==> config.mk <==
export PLATFORM = sky130hd
export DESIGN_NAME = lookahead_peak_limiter_q15_unit
export DESIGN_NICKNAME = d
export VERILOG_FILES = /design/src/hdl/lpl_pkg.sv /design/src/hdl/lookahead_peak_limiter_q15_unit.sv /design/src/hdl/lpl_mul.sv /design/src/hdl/lpl_div.sv /design/src/hdl/lpl_dline.sv
export SDC_FILE = /design/constraint.sdc
export NUM_CORES = 2
export LEC_CHECK = 0
export BUFFER_PORTS_ARGS = -buffer_cell sky130_fd_sc_hd__buf_2
export CORE_MARGIN = 4
export CORE_UTILIZATION = 59
export CTS_CLUSTER_DIAMETER = 50
export DETAILED_ROUTE_END_ITERATION = 8
export PLACE_DENSITY_LB_ADDON = 0.08
export SYNTH_ARGS = -nofsm -noshare
export SYNTH_HDL_FRONTEND = slang
export SYNTH_SLANG_ARGS = --single-unit
==> constraint.sdc <==
create_clock -name clk -period 8.2 [get_ports clk]
set_input_delay 0.41 -clock clk [delete_from_list [all_inputs] [get_ports clk]]
set_output_delay 0.41 -clock clk [all_outputs]
set_load 0.02 [all_outputs]
==> src/hdl/lpl_pkg.sv <==
`timescale 1ns / 1ps

package lpl_pkg;

	localparam int SAMPLE_W      = 16;
	localparam int Q15_W         = 15;
	localparam int LEN_CFG_W     = 8;
	localparam int CFG_IDX_W     = 3;
	localparam int CFG_DATA_W    = 15;
	localparam int SERIAL_STEPS  = 15;
	localparam int STEP_W        = 4;
	localparam int MAX_DELAY_DEF = 128;

	localparam logic [Q15_W-1:0] Q15_ONE = 15'h7fff;

	localparam logic [CFG_IDX_W-1:0] REG_ATTACK    = 3'd0;
	localparam logic [CFG_IDX_W-1:0] REG_RELEASE   = 3'd1;
	localparam logic [CFG_IDX_W-1:0] REG_THRESHOLD = 3'd2;
	localparam logic [CFG_IDX_W-1:0] REG_DELAY     = 3'd3;
	localparam logic [CFG_IDX_W-1:0] REG_ENABLE    = 3'd4;

	localparam logic [Q15_W-1:0]     ATTACK_RST    = 15'd6553;
	localparam logic [Q15_W-1:0]     RELEASE_RST   = 15'd16383;
	localparam logic [Q15_W-1:0]     THRESHOLD_RST = 15'd29490;
	localparam logic [LEN_CFG_W-1:0] DELAY_RST     = 8'd100;

	typedef enum logic [2:0] {
		ST_IDLE,
		ST_MUL1,
		ST_DIV,
		ST_MUL2,
		ST_MUL3,
		ST_DONE
	} lpl_state_t;

	typedef struct packed {
		logic push;
		logic clear;
	} dl_ctl_t;

endpackage

==> src/hdl/lookahead_peak_limiter_q15_unit.sv <==
`timescale 1ns / 1ps
// channel | direction | handshake            | payload
// in      | into      | in_valid / in_stall   | sample_in, block_end_in
// out     | out of    | out_valid / out_stall | sample_out, block_end_out
// cfg     | into      | cfg_valid / cfg_ready | cfg_index, cfg_data
// enabled: bit-serial multiplies, plus a bit-serial divide when the envelope is above threshold; disabled: bypass
// a new sample is taken in only once the previous one has reached the output register
// reset and coefficient writes need no clearing pass: a fill flag zeroes unwritten taps
// a result waits in the output register while the next sample is taken in

module lookahead_peak_limiter_q15_unit import lpl_pkg::*; #(
	parameter int MAX_DELAY = MAX_DELAY_DEF
) (
	input  logic                        clk,
	input  logic                        arst_n,
	input  logic                        in_valid,
	output logic                        in_stall,
	input  logic signed [SAMPLE_W-1:0]  sample_in,
	input  logic                        block_end_in,
	output logic                        out_valid,
	input  logic                        out_stall,
	output logic signed [SAMPLE_W-1:0]  sample_out,
	output logic                        block_end_out,
	input  logic                        cfg_valid,
	output logic                        cfg_ready,
	input  logic [CFG_IDX_W-1:0]        cfg_index,
	input  logic [CFG_DATA_W-1:0]       cfg_data
);

	lpl_state_t state_q, state_d;

	logic [Q15_W-1:0]     attack_q;
	logic [Q15_W-1:0]     release_q;
	logic [Q15_W-1:0]     thresh_q;
	logic [LEN_CFG_W-1:0] delay_q;
	logic                 enable_q;
	logic [Q15_W-1:0]     env_q;
	logic [Q15_W-1:0]     gain_q;

	logic [Q15_W-1:0]           mag_q;
	logic                       bend_q;
	logic [Q15_W-1:0]           ga_q;
	logic signed [SAMPLE_W-1:0] res_q;
	logic                       out_valid_q;
	logic signed [SAMPLE_W-1:0] out_sample_q;
	logic                       out_bend_q;

	logic in_xfer, out_xfer, cfg_wr, cfg_clr;
	logic env_ld, gain_ld, ga_ld, res_ld, out_ld;

	logic [SAMPLE_W-1:0] sample_neg;
	logic [Q15_W-1:0]    mag_in;
	logic [Q15_W-1:0]    decayed;
	logic [Q15_W-1:0]    new_env;
	logic [Q15_W-1:0]    keep;
	logic [Q15_W:0]      gain_sum;
	logic [Q15_W-1:0]    gain_new;

	logic                       mul_e_start, mul_e_done;
	logic [Q15_W-1:0]           mul_e_a;
	logic signed [SAMPLE_W-1:0] mul_e_b, mul_e_prod;
	logic                       mul_g_done;
	logic signed [SAMPLE_W-1:0] mul_g_prod;
	logic                       div_start, div_done;
	logic [Q15_W-1:0]           div_quot;
	dl_ctl_t                    dl_ctl;
	logic signed [SAMPLE_W-1:0] dl_rd;

	assign in_stall  = state_q != ST_IDLE;
	assign in_xfer   = in_valid && !in_stall;
	assign out_xfer  = out_valid_q && !out_stall;
	assign cfg_ready = 1'b1;
	assign cfg_wr    = cfg_valid && cfg_ready;

	always_comb begin
		cfg_clr    = cfg_wr && (cfg_index inside {REG_ATTACK, REG_RELEASE,
			REG_THRESHOLD, REG_DELAY});
		sample_neg = ~sample_in + 16'd1;
		if (!sample_in[SAMPLE_W-1]) begin
			mag_in = sample_in[Q15_W-1:0];
		end else if (sample_in == 16'sh8000) begin
			mag_in = Q15_ONE;
		end else begin
			mag_in = sample_neg[Q15_W-1:0];
		end
		decayed  = mul_e_prod[Q15_W-1:0];
		new_env  = (mag_q > decayed) ? mag_q : decayed;
		keep     = Q15_ONE - attack_q;
		gain_sum = {1'b0, ga_q} + {1'b0, mul_e_prod[Q15_W-1:0]};
		gain_new = (gain_sum > {1'b0, Q15_ONE}) ? Q15_ONE : gain_sum[Q15_W-1:0];
	end

	always_comb begin
		state_d     = state_q;
		mul_e_start = 1'b0;
		mul_e_a     = release_q;
		mul_e_b     = {1'b0, env_q};
		div_start   = 1'b0;
		env_ld      = 1'b0;
		gain_ld     = 1'b0;
		ga_ld       = 1'b0;
		res_ld      = 1'b0;
		out_ld      = 1'b0;
		dl_ctl      = '{push: 1'b0, clear: cfg_clr};
		case (state_q)
			ST_IDLE: begin
				if (in_xfer) begin
					if (enable_q) begin
						mul_e_start = 1'b1;
						dl_ctl.push = 1'b1;
						state_d     = ST_MUL1;
					end else begin
						state_d = ST_DONE;
					end
				end
			end
			ST_MUL1: begin
				if (mul_e_done) begin
					env_ld = 1'b1;
					ga_ld  = 1'b1;
					if (new_env > thresh_q) begin
						div_start = 1'b1;
						state_d   = ST_DIV;
					end else begin
						mul_e_start = 1'b1;
						mul_e_a     = keep;
						mul_e_b     = {1'b0, Q15_ONE};
						state_d     = ST_MUL2;
					end
				end
			end
			ST_DIV: begin
				if (div_done) begin
					mul_e_start = 1'b1;
					mul_e_a     = keep;
					mul_e_b     = {1'b0, div_quot};
					state_d     = ST_MUL2;
				end
			end
			ST_MUL2: begin
				if (mul_e_done) begin
					gain_ld     = 1'b1;
					mul_e_start = 1'b1;
					mul_e_a     = gain_new;
					mul_e_b     = dl_rd;
					state_d     = ST_MUL3;
				end
			end
			ST_MUL3: begin
				if (mul_e_done) begin
					res_ld  = 1'b1;
					state_d = ST_DONE;
				end
			end
			ST_DONE: begin
				if (!out_valid_q || !out_stall) begin
					out_ld  = 1'b1;
					state_d = ST_IDLE;
				end
			end
			default: begin
				state_d = ST_IDLE;
			end
		endcase
	end

	always_ff @(posedge clk or negedge arst_n) begin
		if (!arst_n) begin
			state_q <= ST_IDLE;
		end else begin
			state_q <= state_d;
		end
	end

	always_ff @(posedge clk or negedge arst_n) begin
		if (!arst_n) begin
			attack_q  <= ATTACK_RST;
			release_q <= RELEASE_RST;
			thresh_q  <= THRESHOLD_RST;
			delay_q   <= DELAY_RST;
			enable_q  <= 1'b1;
			env_q     <= '0;
			gain_q    <= Q15_ONE;
		end else begin
			if (cfg_wr) begin
				case (cfg_index)
					REG_ATTACK:    attack_q  <= cfg_data[Q15_W-1:0];
					REG_RELEASE:   release_q <= cfg_data[Q15_W-1:0];
					REG_THRESHOLD: thresh_q  <= cfg_data[Q15_W-1:0];
					REG_DELAY:     delay_q   <= cfg_data[LEN_CFG_W-1:0];
					REG_ENABLE:    enable_q  <= cfg_data[0];
					default: begin
					end
				endcase
			end
			if (cfg_clr) begin
				env_q  <= '0;
				gain_q <= Q15_ONE;
			end else begin
				if (env_ld) begin
					env_q <= new_env;
				end
				if (gain_ld) begin
					gain_q <= gain_new;
				end
			end
		end
	end

	always_ff @(posedge clk) begin
		if (in_xfer) begin
			mag_q  <= mag_in;
			bend_q <= block_end_in;
			res_q  <= sample_in;
		end
		if (ga_ld) begin
			ga_q <= mul_g_prod[Q15_W-1:0];
		end
		if (res_ld) begin
			res_q <= mul_e_prod;
		end
		if (out_ld) begin
			out_sample_q <= res_q;
			out_bend_q   <= bend_q;
		end
	end

	always_ff @(posedge clk or negedge arst_n) begin
		if (!arst_n) begin
			out_valid_q <= 1'b0;
		end else if (out_ld) begin
			out_valid_q <= 1'b1;
		end else if (out_xfer) begin
			out_valid_q <= 1'b0;
		end
	end

	assign out_valid     = out_valid_q;
	assign sample_out    = out_sample_q;
	assign block_end_out = out_bend_q;

	// envelope decay, then gain terms and the output scaling
	lpl_mul u_mul_e (
		.clk    (clk),
		.arst_n (arst_n),
		.start  (mul_e_start),
		.mplr   (mul_e_a),
		.mcand  (mul_e_b),
		.done   (mul_e_done),
		.prod   (mul_e_prod)
	);

	// previous gain times attack, alongside the decay
	lpl_mul u_mul_g (
		.clk    (clk),
		.arst_n (arst_n),
		.start  (mul_e_start && (state_q == ST_IDLE)),
		.mplr   (attack_q),
		.mcand  ({1'b0, gain_q}),
		.done   (mul_g_done),
		.prod   (mul_g_prod)
	);

	lpl_div u_div (
		.clk    (clk),
		.arst_n (arst_n),
		.start  (div_start),
		.num    (thresh_q),
		.den    (new_env),
		.done   (div_done),
		.quot   (div_quot)
	);

	lpl_dline #(
		.MAX_DELAY (MAX_DELAY)
	) u_dline (
		.clk          (clk),
		.arst_n       (arst_n),
		.ctl          (dl_ctl),
		.delay_length (delay_q),
		.wr_data      (sample_in),
		.rd_data      (dl_rd)
	);

	a_mul_sync: assert property (@(posedge clk) disable iff (!arst_n)
		(state_q == ST_MUL1) |-> (mul_e_done == mul_g_done))
		else $error("gain and decay multiplies out of step");

	a_bypass: assert property (@(posedge clk) disable iff (!arst_n)
		(in_xfer && !enable_q) |=> (state_q == ST_DONE))
		else $error("disabled sample did not go straight to output");

	a_div_above: assert property (@(posedge clk) disable iff (!arst_n)
		(state_q == ST_DIV && div_done) |-> (env_q > thresh_q))
		else $error("divide finished with envelope at or below threshold");

	a_out_hold: assert property (@(posedge clk) disable iff (!arst_n)
		(state_q == ST_DONE && out_valid_q && out_stall) |=> (state_q == ST_DONE))
		else $error("result left pending stage while output register full");

endmodule

==> src/hdl/lpl_mul.sv <==
`timescale 1ns / 1ps

module lpl_mul import lpl_pkg::*; (
	input  logic                       clk,
	input  logic                       arst_n,
	input  logic                       start,
	input  logic [Q15_W-1:0]           mplr,
	input  logic signed [SAMPLE_W-1:0] mcand,
	output logic                       done,
	output logic signed [SAMPLE_W-1:0] prod
);

	logic [Q15_W-1:0]           mplr_q;
	logic signed [SAMPLE_W-1:0] mcand_q;
	logic signed [SAMPLE_W-1:0] acc_q;
	logic [STEP_W-1:0]          cnt_q;
	logic                       busy_q;
	logic                       done_q;
	logic [SAMPLE_W:0]          sum;

	// one multiplier bit per cycle, product shifted right as it grows
	always_comb begin
		sum = {acc_q[SAMPLE_W-1], acc_q}
			+ (mplr_q[0] ? {mcand_q[SAMPLE_W-1], mcand_q} : {(SAMPLE_W+1){1'b0}});
	end

	always_ff @(posedge clk or negedge arst_n) begin
		if (!arst_n) begin
			cnt_q  <= '0;
			busy_q <= 1'b0;
			done_q <= 1'b0;
		end else begin
			done_q <= busy_q && (cnt_q == STEP_W'(1));
			if (start) begin
				cnt_q  <= STEP_W'(SERIAL_STEPS);
				busy_q <= 1'b1;
			end else if (busy_q) begin
				cnt_q <= cnt_q - STEP_W'(1);
				if (cnt_q == STEP_W'(1)) begin
					busy_q <= 1'b0;
				end
			end
		end
	end

	always_ff @(posedge clk) begin
		if (start) begin
			mplr_q  <= mplr;
			mcand_q <= mcand;
			acc_q   <= '0;
		end else if (busy_q) begin
			mplr_q <= mplr_q >> 1;
			acc_q  <= sum[SAMPLE_W:1];
		end
	end

	assign done = done_q;
	assign prod = acc_q;

endmodule

==> src/hdl/lpl_div.sv <==
`timescale 1ns / 1ps

module lpl_div import lpl_pkg::*; (
	input  logic             clk,
	input  logic             arst_n,
	input  logic             start,
	input  logic [Q15_W-1:0] num,
	input  logic [Q15_W-1:0] den,
	output logic             done,
	output logic [Q15_W-1:0] quot
);

	logic [Q15_W-1:0]  rem_q;
	logic [Q15_W-1:0]  den_q;
	logic [Q15_W-1:0]  quot_q;
	logic [STEP_W-1:0] cnt_q;
	logic              busy_q;
	logic              done_q;
	logic [Q15_W:0]    rem2;
	logic [Q15_W:0]    diff;
	logic              ge;

	// restoring division of num << 15 by den, num below den
	always_comb begin
		rem2 = {rem_q, 1'b0};
		diff = rem2 - {1'b0, den_q};
		ge   = rem2 >= {1'b0, den_q};
	end

	always_ff @(posedge clk or negedge arst_n) begin
		if (!arst_n) begin
			cnt_q  <= '0;
			busy_q <= 1'b0;
			done_q <= 1'b0;
		end else begin
			done_q <= busy_q && (cnt_q == STEP_W'(1));
			if (start) begin
				cnt_q  <= STEP_W'(SERIAL_STEPS);
				busy_q <= 1'b1;
			end else if (busy_q) begin
				cnt_q <= cnt_q - STEP_W'(1);
				if (cnt_q == STEP_W'(1)) begin
					busy_q <= 1'b0;
				end
			end
		end
	end

	always_ff @(posedge clk) begin
		if (start) begin
			rem_q  <= num;
			den_q  <= den;
			quot_q <= '0;
		end else if (busy_q) begin
			rem_q  <= ge ? diff[Q15_W-1:0] : rem2[Q15_W-1:0];
			quot_q <= {quot_q[Q15_W-2:0], ge};
		end
	end

	assign done = done_q;
	assign quot = quot_q;

endmodule

==> src/hdl/lpl_dline.sv <==
`timescale 1ns / 1ps

module lpl_dline import lpl_pkg::*; #(
	parameter int MAX_DELAY = MAX_DELAY_DEF
) (
	input  logic                       clk,
	input  logic                       arst_n,
	input  dl_ctl_t                    ctl,
	input  logic [LEN_CFG_W-1:0]       delay_length,
	input  logic signed [SAMPLE_W-1:0] wr_data,
	output logic signed [SAMPLE_W-1:0] rd_data
);

	localparam int PW    = (MAX_DELAY > 1) ? $clog2(MAX_DELAY) : 1;
	localparam int LEN_W = (PW + 1 > LEN_CFG_W) ? PW + 1 : LEN_CFG_W;

	logic signed [SAMPLE_W-1:0] mem [MAX_DELAY];
	logic signed [SAMPLE_W-1:0] rd_q;
	logic [PW-1:0]              wp_q;
	logic                       full_q;
	logic [PW-1:0]              wr_pos;
	logic [LEN_W-1:0]           cfg_len;
	logic [LEN_W-1:0]           len;
	logic [LEN_W-1:0]           nxt;
	logic                       wrap;

	always_comb begin
		cfg_len = LEN_W'(delay_length);
		if (cfg_len == '0) begin
			len = LEN_W'(1);
		end else if (cfg_len > LEN_W'(MAX_DELAY)) begin
			len = LEN_W'(MAX_DELAY);
		end else begin
			len = cfg_len;
		end
		wr_pos = (LEN_W'(wp_q) >= len) ? '0 : wp_q;
		nxt    = LEN_W'(wr_pos) + LEN_W'(1);
		wrap   = nxt == len;
	end

	// entries not yet written since the last clear read as zero
	always_ff @(posedge clk or negedge arst_n) begin
		if (!arst_n) begin
			wp_q   <= '0;
			full_q <= 1'b0;
		end else if (ctl.clear) begin
			wp_q   <= '0;
			full_q <= 1'b0;
		end else if (ctl.push) begin
			wp_q <= wrap ? '0 : nxt[PW-1:0];
			if (wrap) begin
				full_q <= 1'b1;
			end
		end
	end

	always_ff @(posedge clk) begin
		if (ctl.push) begin
			mem[wr_pos] <= wr_data;
		end
		rd_q <= mem[wp_q];
	end

	assign rd_data = full_q ? rd_q : '0;

endmodule

==> results.sh <==
export IMPL_tightest_slew_ps=1350
export IMPL_htreeDepth=4
export IMPL_via_per_inst=6.52
export IMPL_crit_arrival_ps=6690
export IMPL_hpwl_mm=141
export IMPL_crit_start="u_mul_e.prod[12]$_SDFFE_PP0P_"
export IMPL_place_area_um2=99600
export IMPL_drv_cap=0
export IMPL_synth_area_per_cell_um2=20.1
export IMPL_cts_tree="built"
export IMPL_tns_ps=0
export IMPL_fp_dieW_um=411
export IMPL_cp_required_ps=8840
export IMPL_antenna_left=0
export IMPL_setup_violations=0
export IMPL_ys_ff_latch=2379
export IMPL_fin_crit_ps=6050
export IMPL_post_cts_buffers=0
export IMPL_cts_max_path_buffers=3
export IMPL_cp_start_kind="register"
export IMPL_synthToLayoutAreaGrowth_pct=12.0
export IMPL_finClkSkew_ps=59.9
export IMPL_rsz0062_at_grt="false"
export IMPL_maxSlewViolCount=0
export IMPL_clk_latency_ps=860
export IMPL_wire_per_inst_um=31.5
export IMPL_cts_root_buf="clkbuf_16"
export IMPL_layout_drive_gt1_share_pct=28.2
export IMPL_groute_usage_overall_pct=28.1
export IMPL_setup_slack_ps=2150
export IMPL_whs_ps=58.1
export IMPL_routabilityCongestion=0.869
export IMPL_yosys_area_top_type="edfxtp_1"
export IMPL_drc=0
export IMPL_cts_inserted_buffers=233
export IMPL_critPathMaxStageDelay_ps=680
export IMPL_start_util_pct=59.5
export IMPL_p_leak_nw=34.2
export IMPL_finalHoldViolCount=0
export IMPL_path_clk_slew_ps=60
export IMPL_grt_overflow=0
export IMPL_pre_cts_ws_ps=2240
export IMPL_netlist_top_cells_area="edfxtp_1 69%, mux4_2 16%, dfrtp_1 1.7%, ha_1 1.4%, dfstp_2 1.3%"
export IMPL_fin_area_um2=107000
export IMPL_core_area_um2=161000
export IMPL_syn_area_um2=95900
export IMPL_path_class="register to register"
export IMPL_io_pins=60
export IMPL_min_path_type="primary input to register"
export IMPL_dpl_cell_count=6931
export IMPL_drt_iter0_drc=6344
export IMPL_critPathSlowestCell="inv_1"
export IMPL_drt_wl_total_mm=233
export IMPL_status="completed"
export IMPL_power_density_nw_per_um2=293
export IMPL_synth_cells=4776
export IMPL_relSlewSlack_pct=10.2
export IMPL_synth_seq_area_share_pct=73.3
export IMPL_routed_top_layer="met5"
export IMPL_cp_max_fo=30
export IMPL_numPortBuffers=58
export IMPL_row_count=147
export IMPL_period_share_pct=73.8
export IMPL_worstHoldStart="cfg_valid"
export IMPL_ir_drop_v=0.000257
export IMPL_final_cells=7395
export IMPL_final_nets=5182
export IMPL_fin_util_pct=66.7
export IMPL_grt_first_pass_wirelength_mm=340
export IMPL_p_total_mw=31.4
export IMPL_crit_chain="inv_1, ha_1, a21o_1, a21o_1, a221oi_1, o211ai_1, o21ai_1, buf_4, mux2_2, ha_1, a2111oi_0, a211oi_1, o21a_1, nand2_1, inv_1, buf_4, o31ai_1"
export IMPL_grt_pass1_vias=47700
export IMPL_synth_top_area_share_pct=69.0
export IMPL_die_area_um2=169000
export IMPL_ys_warn_count=0
export IMPL_end_kind="register"
export IMPL_wl_met3_mm=18.8
export IMPL_drtPass1Iterations=8
export IMPL_r2r_start="u_mul_e.prod[12]$_SDFFE_PP0P_"
export IMPL_grt_max_degree=139
export IMPL_synth_fp_nets=4924
export IMPL_yosysMostFrequentCell="edfxtp_1"
export IMPL_clock_sinks=2379
export IMPL_async_flop_share_pct=4.75
export IMPL_ys_flop_type="edfxtp_1"
export IMPL_max_freq_ghz=0.165
export IMPL_wl_met1_mm=97.3
export IMPL_routed_wl_met2_mm=111
export IMPL_synthTopCellsByCount="2,203 x edfxtp_1, 672 x mux4_2, 247 x nor2_1"
export IMPL_num_vias=48200
export IMPL_synth_edf_count=2203
export IMPL_die_h_um=411
export IMPL_antenna_found_initial=12
export IMPL_synth_distinct_cells=71
[worst max-delay path: cells and delay by family, from the launching register on]
| family | cells | cell delay (ps) |
|---|---|---|
| compound gates | 9 | 2270 |
| buf+inv | 4 | 1480 |
| fa+ha+maj | 2 | 630 |
| simple gates | 1 | 570 |
| flops | 1 | 490 |
| mux | 1 | 390 |
[cell type report]
class	instances	area [µm²]
inverter	88	330
timing repair buffer	269	2020
antenna	4	10.0
sequential	2379	70300
fill	10500	53700
tap	2160	2700
clock inverter	135	1380
multi-input combinational	2063	24500
clock buffer	297	6180
[path summary, 6_finish.rpt]
| kind | endpoint | slack, ps | cells after the start |
|---|---|---|---|
| max reg2reg | u_div.rem_q[0]$_DFFE_PP_ | 2150 | 17 |
| min | enable_q$_DFFE_PN1P_ | 60 | 4 |
| min in group asynchronous | attack_q[9]$_DFFE_PN0P_ | 260 | 2 |
| max | u_div.rem_q[0]$_DFFE_PP_ | 2150 | 17 |
| max in group asynchronous | u_dline.wp_q[0]$_DFFE_PN0P_ | 6720 | 3 |
| min reg2reg | sample_out[4]$_DFFE_PP_ | 420 | 0 |
[cell families after synthesis]
| family | Yosys count | synth area share [%] |
|---|---|---|
| simple gates | 703 | 3.35 |
| fa+ha+maj | 108 | 1.44 |
| mux | 792 | 17.1 |
| other cells | 1 | 0.00391 |
| compound gates | 388 | 2.65 |
| flops | 2379 | 73.3 |
| buf+inv | 334 | 1.39 |
| xor+xnor | 71 | 0.677 |
[power by group]
group	total, mW	leakage, nW	switching (mW)	internal, mW
registers	14.4	21.6	0.520	13.9
clock network	10.6	3.68	4.52	6.03
logic	6.51	8.91	3.61	2.90
[timing repair]
item / CTS / global route
gates resized for setup: 0 / 0
hold buffers: 28 / 0
endpoints found under the hold margin: 188 / 0
endpoints found under the setup margin: 0 / 0
[layer usage]
metal | GRT usage, % | up-vias
met3 | 4.86 | 329
met1 | 42.7 | 25600
met4 | 7.05 | 2
met5 | 0 | -
met2 | 43.3 | 2127
li1 | - | 20100
[layout by cell type, fill, tap and decap left out, drive strengths merged, types with 65 or more instances in the layout]
cell / instances
o21ai: 112
clkinv: 95
nand2: 203
inv: 98
ha: 104
edfxtp: 2203
a21oi: 74
dfrtp: 65
mux2: 84
clkbuf: 297
nor2: 247
buf: 241
mux4: 672
[registers in the layout, indices dropped and copies added (netlist names), 7 cells and up]
register,flops
sample_out,16
u_mul_g.prod,16
u_mul_e.mcand_q,16
ga_q,15
thresh_q,15
mag_q,15
release_q,15
delay_q,8
u_mul_e.prod,16
res_q,16
attack_q,15
gain_q,15
u_mul_e.mplr_q,15
env_q,15
u_div.quot,15
u_dline.wp_q,7
u_div.rem_q,15
u_dline.rd_q,16
u_mul_g.mcand_q,15
u_div.den_q,15
u_dline.mem,2048
u_mul_g.mplr_q,15
Power figures use the tool's default switching activity.
